### src/rtl/lkvc_pkg.sv
// Shared types and constants of the LRU key/value cache.
package lkvc_pkg;

  localparam int unsigned KEY_PORT_BITS    = 32;
  localparam int unsigned DATA_BITS        = 32;
  localparam int unsigned CAP_BITS         = 5;
  localparam int unsigned DEPTH_DEFAULT    = 16;
  localparam int unsigned KEY_BITS_DEFAULT = 32;

  localparam logic [CAP_BITS-1:0] CAPACITY_RESET = 5'd16;

  typedef enum logic {
    CMD_LOOKUP = 1'b0,
    CMD_STORE  = 1'b1
  } lkvc_cmd_e;

  typedef struct packed {
    lkvc_cmd_e                     cmd;
    logic [KEY_PORT_BITS-1:0]      key;
    logic signed [DATA_BITS-1:0]   data_in;
  } lkvc_req_t;

  typedef struct packed {
    logic                          hit;
    logic signed [DATA_BITS-1:0]   data_out;
    logic                          evicted;
  } lkvc_rsp_t;

endpackage

### src/rtl/lru_key_value_cache_core.sv
// Top level of the fully associative key/value cache with LRU replacement.
//
// Usage: an item (lookup or store command, key and value) is taken at a
// rising edge where start is high and busy is low. busy never rises, so one
// item may be given in every cycle. The item is captured in an input register,
// the compare over all entries and the recency update run in the following
// cycle, and the result is registered with the state update. valid_o is then
// high for exactly one cycle with the result on rsp_o. Throughput is one item
// per cycle, with a parallel key compare and a one-hot value mux across all
// entries. The receiver cannot stall; a result is shown once and is gone at
// the next edge.
// The capacity register is written via cfg_we_i/cfg_capacity_i; the user must
// write it only while no item is in flight (the block does not enforce it).
// Zero acts as one, values above DEPTH as DEPTH. Reset empties the cache at
// once (fill count, ranks to zero), sets capacity to sixteen; no clearing pass.
module lru_key_value_cache_core #(
  parameter int unsigned DEPTH    = lkvc_pkg::DEPTH_DEFAULT,
  parameter int unsigned KEY_BITS = lkvc_pkg::KEY_BITS_DEFAULT
) (
  input  logic                              clk_i,
  input  logic                              rst_ni,
  input  logic                              start,
  output logic                              busy,
  input  lkvc_pkg::lkvc_req_t               req_i,
  input  logic                              cfg_we_i,
  input  logic [lkvc_pkg::CAP_BITS-1:0]     cfg_capacity_i,
  output logic                              valid_o,
  output lkvc_pkg::lkvc_rsp_t               rsp_o
);

  import lkvc_pkg::*;

  // Keys beyond the port width cannot occur, so storage is the smaller width.
  localparam int unsigned KW = (KEY_BITS < KEY_PORT_BITS) ? KEY_BITS : KEY_PORT_BITS;
  localparam int unsigned CW = $clog2(DEPTH + 1);
  localparam int unsigned RW = $clog2(DEPTH);
  localparam int unsigned EW = (CW > CAP_BITS) ? CW : CAP_BITS;

  logic [CAP_BITS-1:0]  capacity_q;
  logic                 in_valid_q;
  lkvc_req_t            in_q;
  logic                 valid_q;
  lkvc_rsp_t            rsp_q, rsp_d;
  logic [CW-1:0]        count_q, count_d;
  logic [KW-1:0]        keys_q [DEPTH];
  logic [DATA_BITS-1:0] values_q [DEPTH];
  logic [RW-1:0]        ranks_q [DEPTH];
  logic [RW-1:0]        ranks_d [DEPTH];

  logic [KW-1:0]        key;
  logic [DEPTH-1:0]     valid, match_oh, victim_oh, slot_oh, touch_oh;
  logic [EW-1:0]        cap_ext, eff_cap;
  logic                 is_store, hit, evict, insert, key_we, value_we;
  logic [RW-1:0]        hit_rank;
  logic [DATA_BITS-1:0] hit_value;

  assign busy = 1'b0;
  assign key  = in_q.key[KW-1:0];

  lkvc_match #(
    .DEPTH(DEPTH),
    .KW   (KW),
    .CW   (CW),
    .RW   (RW)
  ) u_match (
    .key_i      (key),
    .keys_i     (keys_q),
    .ranks_i    (ranks_q),
    .count_i    (count_q),
    .valid_o    (valid),
    .match_oh_o (match_oh),
    .victim_oh_o(victim_oh),
    .slot_oh_o  (slot_oh)
  );

  // Effective capacity, clamped to the range one to DEPTH.
  always_comb begin
    cap_ext = EW'(capacity_q);
    if (cap_ext == '0) begin
      eff_cap = EW'(1);
    end else if (cap_ext > EW'(DEPTH)) begin
      eff_cap = EW'(DEPTH);
    end else begin
      eff_cap = cap_ext;
    end
  end

  // Stored keys are unique, so at most one entry matches and the one-hot
  // vectors can be folded with plain OR trees.
  always_comb begin
    hit_rank  = '0;
    hit_value = '0;
    for (int i = 0; i < DEPTH; i++) begin
      if (match_oh[i]) begin
        hit_rank  = hit_rank | ranks_q[i];
        hit_value = hit_value | values_q[i];
      end
    end
  end

  always_comb begin
    is_store = in_valid_q && (in_q.cmd == CMD_STORE);
    hit      = in_valid_q && (|match_oh);
    // A store miss on a full cache recycles the least recent entry; otherwise the
    // key goes into the next free entry at the fill count.
    evict    = is_store && !hit && (EW'(count_q) >= eff_cap);
    insert   = is_store && !hit && !evict;

    if (hit) begin
      touch_oh = match_oh;
    end else if (evict) begin
      touch_oh = victim_oh;
    end else if (insert) begin
      touch_oh = slot_oh;
    end else begin
      touch_oh = '0;
    end
    key_we   = is_store && !hit;
    value_we = is_store;

    // The touched entry becomes the most recent. Every valid entry that was
    // more recent than it ages by one; for an eviction or an insertion that is
    // every other valid entry.
    for (int i = 0; i < DEPTH; i++) begin
      ranks_d[i] = ranks_q[i];
      if (touch_oh[i]) begin
        ranks_d[i] = '0;
      end else if (valid[i] && (evict || insert || (hit && (ranks_q[i] < hit_rank)))) begin
        ranks_d[i] = ranks_q[i] + RW'(1);
      end
    end

    count_d = insert ? count_q + CW'(1) : count_q;

    rsp_d.hit      = hit;
    rsp_d.data_out = (hit && !is_store) ? hit_value : '0;
    rsp_d.evicted  = evict;
  end

  always_ff @(posedge clk_i or negedge rst_ni) begin
    if (!rst_ni) begin
      capacity_q <= CAPACITY_RESET;
      in_valid_q <= 1'b0;
      valid_q    <= 1'b0;
      count_q    <= '0;
      for (int i = 0; i < DEPTH; i++) begin
        ranks_q[i] <= '0;
      end
    end else begin
      if (cfg_we_i) begin
        capacity_q <= cfg_capacity_i;
      end
      in_valid_q <= start && !busy;
      valid_q    <= in_valid_q;
      count_q    <= count_d;
      ranks_q    <= ranks_d;
    end
  end

  always_ff @(posedge clk_i) begin
    if (start && !busy) begin
      in_q <= req_i;
    end
    if (in_valid_q) begin
      rsp_q <= rsp_d;
    end
    for (int i = 0; i < DEPTH; i++) begin
      if (key_we && touch_oh[i]) begin
        keys_q[i] <= key;
      end
      if (value_we && touch_oh[i]) begin
        values_q[i] <= in_q.data_in;
      end
    end
  end

  assign valid_o = valid_q;
  assign rsp_o   = rsp_q;

endmodule

### src/rtl/lkvc_match.sv
// Parallel key compare and one-hot entry selection of the LRU key/value cache.
module lkvc_match #(
  parameter int unsigned DEPTH = lkvc_pkg::DEPTH_DEFAULT,
  parameter int unsigned KW    = lkvc_pkg::KEY_BITS_DEFAULT,
  parameter int unsigned CW    = $clog2(DEPTH + 1),
  parameter int unsigned RW    = $clog2(DEPTH)
) (
  input  logic [KW-1:0]    key_i,
  input  logic [KW-1:0]    keys_i [DEPTH],
  input  logic [RW-1:0]    ranks_i [DEPTH],
  input  logic [CW-1:0]    count_i,
  output logic [DEPTH-1:0] valid_o,
  output logic [DEPTH-1:0] match_oh_o,
  output logic [DEPTH-1:0] victim_oh_o,
  output logic [DEPTH-1:0] slot_oh_o
);

  logic [RW-1:0] oldest_rank;

  // Entries are filled from the bottom and never freed, so the valid ones are
  // exactly those below the fill count and the next free one sits at the count.
  // Valid ranks are distinct and run from zero to count minus one.
  assign oldest_rank = RW'(count_i - CW'(1));

  always_comb begin
    for (int i = 0; i < DEPTH; i++) begin
      valid_o[i]     = CW'(i) < count_i;
      slot_oh_o[i]   = CW'(i) == count_i;
      match_oh_o[i]  = valid_o[i] && (keys_i[i] == key_i);
      victim_oh_o[i] = valid_o[i] && (ranks_i[i] == oldest_rank);
    end
  end

endmodule
### config.mk
export PLATFORM = sky130hd
export DESIGN_NAME = lru_key_value_cache_core
export DESIGN_NICKNAME = d
export VERILOG_FILES = /design/src/rtl/lkvc_pkg.sv /design/src/rtl/lru_key_value_cache_core.sv /design/src/rtl/lkvc_match.sv
export SDC_FILE = /design/constraint.sdc
export NUM_CORES = 1
export LEC_CHECK = 0
export BUFFER_PORTS_ARGS = -buffer_cell sky130_fd_sc_hd__buf_2
export CAP_MARGIN = 30
export CORE_MARGIN = 2
export CORE_UTILIZATION = 55
export CTS_BUF_LIST = sky130_fd_sc_hd__clkbuf_4 sky130_fd_sc_hd__clkbuf_8 sky130_fd_sc_hd__clkbuf_16
export DETAILED_ROUTE_END_ITERATION = 7
export GPL_ROUTABILITY_DRIVEN = 0
export PLACE_DENSITY = 0.76
export SLEW_MARGIN = 20
export SYNTH_ARGS = -nofsm -noshare
export SYNTH_HDL_FRONTEND = slang
export SYNTH_HIERARCHICAL = 1
export SYNTH_SLANG_ARGS = --single-unit
### constraint.sdc
create_clock -name clk_i -period 6.2 [get_ports clk_i]
set_input_delay 0 -clock clk_i [delete_from_list [all_inputs] [get_ports clk_i]]
set_output_delay 0 -clock clk_i [all_outputs]
set_load 0.05 [all_outputs]
== Word level (Yosys, flattened, before mapping) ==
Memory sizes are Yosys's and may differ from the RTL's.
Cells that the tools add are included.

* $add $sub $neg: 18
* $mul: 0
* Div/mod/pow operators: 0
* $lt $le $gt $ge: 34
* Equality and inequality tests: 47
* Shifts and indexed selects: 0
* Multiplexer cells: 101
* Bitwise logic cells: 30
* Reductions and logical operators: 141

{| class="wikitable"
|+ Operator list
! operator !! number
|-
| 32-bit == test || 16
|-
| 32-bit 2-to-1 mux || 16
|-
| 32-bit bitwise OR || 15
|-
| 4-bit 2-to-1 mux || 48
|-
| 1-bit logical AND || 102
|-
| 4-bit by 1-bit adder with 4-bit output, second input constant || 16
|-
| 4-bit == test || 16
|-
| 4-bit < comparator || 16
|-
| 4-bit bitwise OR || 15
|-
| 16-bit 2-to-1 mux || 3
|-
| 4-bit by 5-bit == test with 1-bit output, first input constant || 8
|-
| 4-bit by 5-bit < comparator with 1-bit output, first input constant || 8
|-
| 1-bit 2-to-1 mux || 32
|-
| 2-bit nonzero test || 16
|-
| 3-bit by 5-bit == test with 1-bit output, first input constant || 4
|-
| 3-bit by 5-bit < comparator with 1-bit output, first input constant || 4
|-
| 1-bit logical OR || 17
|-
| 16-bit OR reduction || 1
|-
| 2-bit by 5-bit == test with 1-bit output, first input constant || 2
|-
| 5-bit zero test || 2
|-
| 1-bit by 5-bit < comparator with 1-bit output, first input constant || 2
|-
| 2-bit by 5-bit < comparator with 1-bit output, first input constant || 2
|-
| 5-bit 2-to-1 mux || 2
|-
| 5-bit by 1-bit adder with 5-bit output, second input constant || 1
|-
| 5 further kinds || 7
|}

* Register bits: 687
* Latch bits: 0
* Bits in writable memories: 512
* ROM bits: 0
* Input port bits: 74
* Output and inout port bits: 36
* Word-level logic and storage cells: 414
* Memories kept: 1

{| class="wikitable"
|+ Memory list
! memory !! words !! width !! rd ports !! clocked after memory_dff !! write ports !! line !! text
|-
| values_q || 16 || 32 || 16 || 0 || 16 || lru_key_value_cache_core.sv:46 || <nowiki>logic [DATA_BITS-1:0] values_q [DEPTH];</nowiki>
|}

== Logic depth before layout (Yosys ltp) ==
* Word-level depth: 39
* Depth in mapped cells: 18
* Gate-level depth less buffers: 14

== Cells and area by module ==
Netlist, hierarchy kept.

{| class="wikitable"
|+ By module, submodules not included
! module !! times used !! cells an instance !! area each (um^2)
|-
| lru_key_value_cache_core || 1 || 2164 || 42513.3
|-
| lkvc_match || 1 || 931 || 7100.6
|}

== Worst setup path before layout ==
No wires, ideal clock.

* Kind: register to register
* Start: register in_q (netlist bit key[28])
* End: register keys_q[448] (netlist bit), enable pin
* Library setup time: 0.421 ns
* Arrival: 4.288 ns
* Setup slack: 1.491 ns
* Stages on the path, launching flop included: 14
* Path buffers: 5
* Clock period less this slack: 4.709 ns
* Cells stage by stage: edfxtp_1 -> buf_2 -> buf_2 -> xor2_1 -> nor4_1 -> nand4_1 -> nor3_1 -> or4_4 -> nor4_2 -> nand2_1 -> clkbuf_1 -> clkbuf_1 -> buf_1 -> nor2_1

* Longest elaborated chain between the ends: 13
* Elaborated cells between the ends (all ways): 43
* Those cells by class: 16 x eq/ne; 3 x mux; 24 x reduce/logical

{| class="wikitable"
|+ RTL lines
! what !! line !! text
|-
| start, declared || lru_key_value_cache_core.sv:41 || <nowiki>lkvc_req_t in_q;</nowiki>
|-
| start signal, assigned || lru_key_value_cache_core.sv:162 || <nowiki>in_q <= req_i;</nowiki>
|-
| 32-bit == test * || lkvc_match.sv:29 || <nowiki>match_oh_o[i] = valid_o[i] && (keys_i[i] == key_i);</nowiki>
|-
| 1-bit logical AND * || lkvc_match.sv:29 ||
|-
| via match_oh[8] || lru_key_value_cache_core.sv:51 || <nowiki>logic [DEPTH-1:0] valid, match_oh, victim_oh, slot_oh, touch_oh;</nowiki>
|-
| 16-bit OR reduction * || lru_key_value_cache_core.sv:103 || <nowiki>hit = in_valid_q && (|match_oh);</nowiki>
|-
| 1-bit logical AND * || lru_key_value_cache_core.sv:103 ||
|-
| 1-bit zero test || lru_key_value_cache_core.sv:106, lru_key_value_cache_core.sv:107, lru_key_value_cache_core.sv:118 ||
|-
| 1-bit logical AND || lru_key_value_cache_core.sv:106, lru_key_value_cache_core.sv:107, lru_key_value_cache_core.sv:118 ||
|-
| 1-bit logical AND || lru_key_value_cache_core.sv:106 || <nowiki>evict = is_store && !hit && (EW'(count_q) >= eff_cap);</nowiki>
|-
| 1-bit zero test || lru_key_value_cache_core.sv:107 || <nowiki>insert = is_store && !hit && !evict;</nowiki>
|-
| 1-bit logical AND || lru_key_value_cache_core.sv:107 ||
|-
| 16-bit 2-to-1 mux || lru_key_value_cache_core.sv:113 || <nowiki>end else if (insert) begin</nowiki>
|-
| 16-bit 2-to-1 mux || lru_key_value_cache_core.sv:111 || <nowiki>end else if (evict) begin</nowiki>
|-
| 16-bit 2-to-1 mux || lru_key_value_cache_core.sv:109 || <nowiki>if (hit) begin</nowiki>
|-
| 1-bit logical AND * || lru_key_value_cache_core.sv:168 || <nowiki>if (key_we && touch_oh[i]) begin</nowiki>
|-
| end signal, assigned by index || lru_key_value_cache_core.sv:169 || <nowiki>keys_q[i] <= key;</nowiki>
|-
| end, declared || lru_key_value_cache_core.sv:45 || <nowiki>logic [KW-1:0] keys_q [DEPTH];</nowiki>
|}

Mark *: on every way through the listed nets, which the timed path passes. The rest lies on a longest branch.
A chain may end at the register's enable or synchronous reset.

==> results.cfg <==
[routing]
antenna_left = 0
routed_via_density = 6.574
wl_per_cell_um = 28.48
wl_um = 133800
drt_iter0_markers = 4546
vias = 30890
drtPass1Iterations = 6
drcViolationCount = 0

[logic_synthesis]
synthSimpleGateAreaFrac = 0.05475
synth_edf_count = 1123
synth_top_family_by_area = XOR/XNOR gates
ys.flop_type = edfxtp_1
yosysWarnings = 6
synth.cell_area_mm2 = 0.04961
synth_top_area_share = 0.6797
syn_avg_cell_area_um2 = 16.03
yosysMostFrequentCell = edfxtp_1
synth_cell_types = 57
synth_fa_ha_area_frac = 0.01866
seq_area_frac_synth = 0.7181
ys_seq_elements = 1199
synth-xor-area-share = 0.1040
synthTopCellsByArea = edfxtp_1 (68%), xor2_1 (9.3%), dfrtp_1 (3.8%), a221oi_1 (1.9%), a22o_1 (1.9%)
synth_compound_area_frac = 0.08239
synthMuxAreaShare = 0.004363
syn_nets = 3243
ys_async_sr_fraction = 0.06339
synth_common_cells = edfxtp_1 (1,123), xor2_1 (525), nor4_1 (129)
syn_inst = 3095
synth_top_area_cell = edfxtp_1

[clock_network]
post_cts_buffers = 0
htreeDepth = 3
tritoncts = yes
clk_pin_slew_ns = 0.06
cts-root-buf = clkbuf_16
clkSinkCount = 1199
clock_latency_ns = 0.75
clock_path_buffers = 3
cts_inserted_buffers = 115

[sta]
rsz0062_at_grt = no
setup_viol = 0
drv_slew = 0
finalHoldViolCount = 0
fin_crit_ns = 6.101
max_freq_mhz = 163.9
worstMarginPinSlew_ns = 1.137
slew_headroom = 0.2354
skew_ns = 0.06337
fin_crit_sh = 0.9840
worst_slack_ns = 0.09921
tns_ns = 0

[power]
p_leak_nw = 19.48
pwr-share-seq = 0.501
combPwrFrac = 0.149
clock_power_share = 0.350
p_int_mw = 14.37
netSwitchingFraction = 0.2795
ir_worst_vdd_v = 0.0002573
p_switching_mw = 5.574
powerDensity_mw_per_mm2 = 346.9

[run]
max_cap_viol_count = 0

[critical_path]
worstPathRequired_ns = 6.61
crit_path_end_kind = register
worstSetupPathType = reg2reg
critPathLaunchType = register
timing.critical_path.arrival_ns = 6.51
rrSetupSlack_ns = 0.1
path_max_fanout = 22

[global_route]
grt_pass1_wl_um = 198000
grt_max_degree = 77
grt_pass1_vias = 30870
antenna_found_initial = 0
gr-total-overflow = 0
grt_use_total = 0.2868

[floorplanning]
rows = 110
fp.dieH_um = 304.3
io_pins = 110
start_util = 0.5529
core_mm2 = 0.08974
die_w_um = 304.3
die-area_mm2 = 0.09263

[finish]
fin_util = 0.6407
layoutNonFillerInstCount = 4699
area_delta_synth_final_pct = 15.88
layout-drive-gt1-share = 0.1457
fin_nets = 3575
fillers = 5965

[placed_design]
hpwlAfterDp_um = 75840
portBuffers = 108
dp_slack_ns = 0.2070
placed_cells = 4351

[min_path]
min_path_type = in2reg

[status]
status = completed
## critical path: stages (launching register included)
cell	delay, ns
dfrtp_1	0.66
nor3_1	0.79
inv_1	0.32
a21oi_2	0.58
nor4_2	0.27
or4_1	0.52
nor4_2	0.21
nand2_1	0.29
buf_4	0.31
o21ai_0	0.75
and2_2	0.73
buf_4	0.35
## timing repair
item / in CTS / in global routing
setup endpoints to repair: 0 / 118
hold buffers: 132 / 1
resized for setup: 0 / 1
endpoints found under the hold margin: 167 / 46
## flip-flops by register name (all words and copies together) (netlist names)
signal	flops
keys_q	512
ranks_q	64
values_q	512
count_q	5
valid_o	1
in_valid_q	1
cap_ext	5
key	32
rsp_o	34
in_q	33
## layout by cell type, fill, tap and decap left out, drive strengths merged, types with 34 or more instances in the layout
cell type	n
a21oi	71
a221oi	106
a22o	106
a22oi	76
a31oi	35
and3	47
buf	246
clkbuf	127
clkinv	66
dfrtp	75
dlygate4sd3	133
edfxtp	1123
ha	74
inv	34
nand2	38
nand3	46
nand4	35
nor2	52
nor4	131
o21ai	67
xnor2	60
xor2	526
## final cells by class
| type | instances | area, um2 | share of cell area |
|---|---|---|---|
| antenna | 1 | 2.502 | 0.00004352 |
| inverter | 29 | 108.9 | 0.001893 |
| clock inverter | 85 | 823.3 | 0.01432 |
| sequential | 1199 | 35630 | 0.6197 |
| tap | 1176 | 1471 | 0.02559 |
| multi-input combinational | 1703 | 13270 | 0.2309 |
| clock buffer | 127 | 2968 | 0.05162 |
| timing repair buffer | 379 | 3219 | 0.05599 |
## cells by family (layout without fill, tap and decap cells)
group                      after synthesis  count (layout)
other                                    1               2
and+or+nand+nor                        470             470
DFF                                   1199            1199
AOI/OAI and AO/OA                      551             551
muxes                                   21              21
adders and majority gates               74              74
xor gates and xnor gates               586             586
buffers and inverters                  193             620
## per-stage QoR
stage          total power, mW  cell area (um2)  hold WS (ns)
2_1_floorplan            11.85            49610       -0.2956
3_3_place_gp             12.69            52210        0.1760
3_5_place_dp             12.91            52330        0.1781
4_1_cts                  19.82            57440    0.00008549
5_1_grt                  20.54            57490       0.02656
6_report                 19.94            57490       0.01390
## power by group through the flow
stage                     combinational, mW  sequential [mW]  clock [mW]
after global routing                   3.17             10.0        7.35
after CTS                              2.87             9.96        6.99
after floorplan                        1.89             9.96           0
final                                  2.97             9.98        6.99
after detailed placement               2.78             10.1           0
after global placement                 2.61             10.1           0
## layer usage
metal	wire length (um)	GRT usage	share of wire	up-vias
met1	51440	0.3972	0.38	15550
met4	5231	0.1134	0.039	0
met2	62170	0.4516	0.46	2179
li1	-	-	-	12770
met3	15000	0.05662	0.11	388
met5	0	0	0	-
## worst paths after layout
check	startpoint	end	cells past startpoint
worst max register to register	count_q[2]	values_q[1][95]	11
worst max-delay path	count_q[2]	values_q[1][95]	11
worst min register to register	ranks_q[51]	ranks_q[51]	2
max in group asynchronous	rst_ni	in_valid_q	3
worst min-delay path	req_i[4]	in_q[4]	2
min in group asynchronous	rst_ni	cap_ext[0]	3
(Power assumes the default switching activity.)
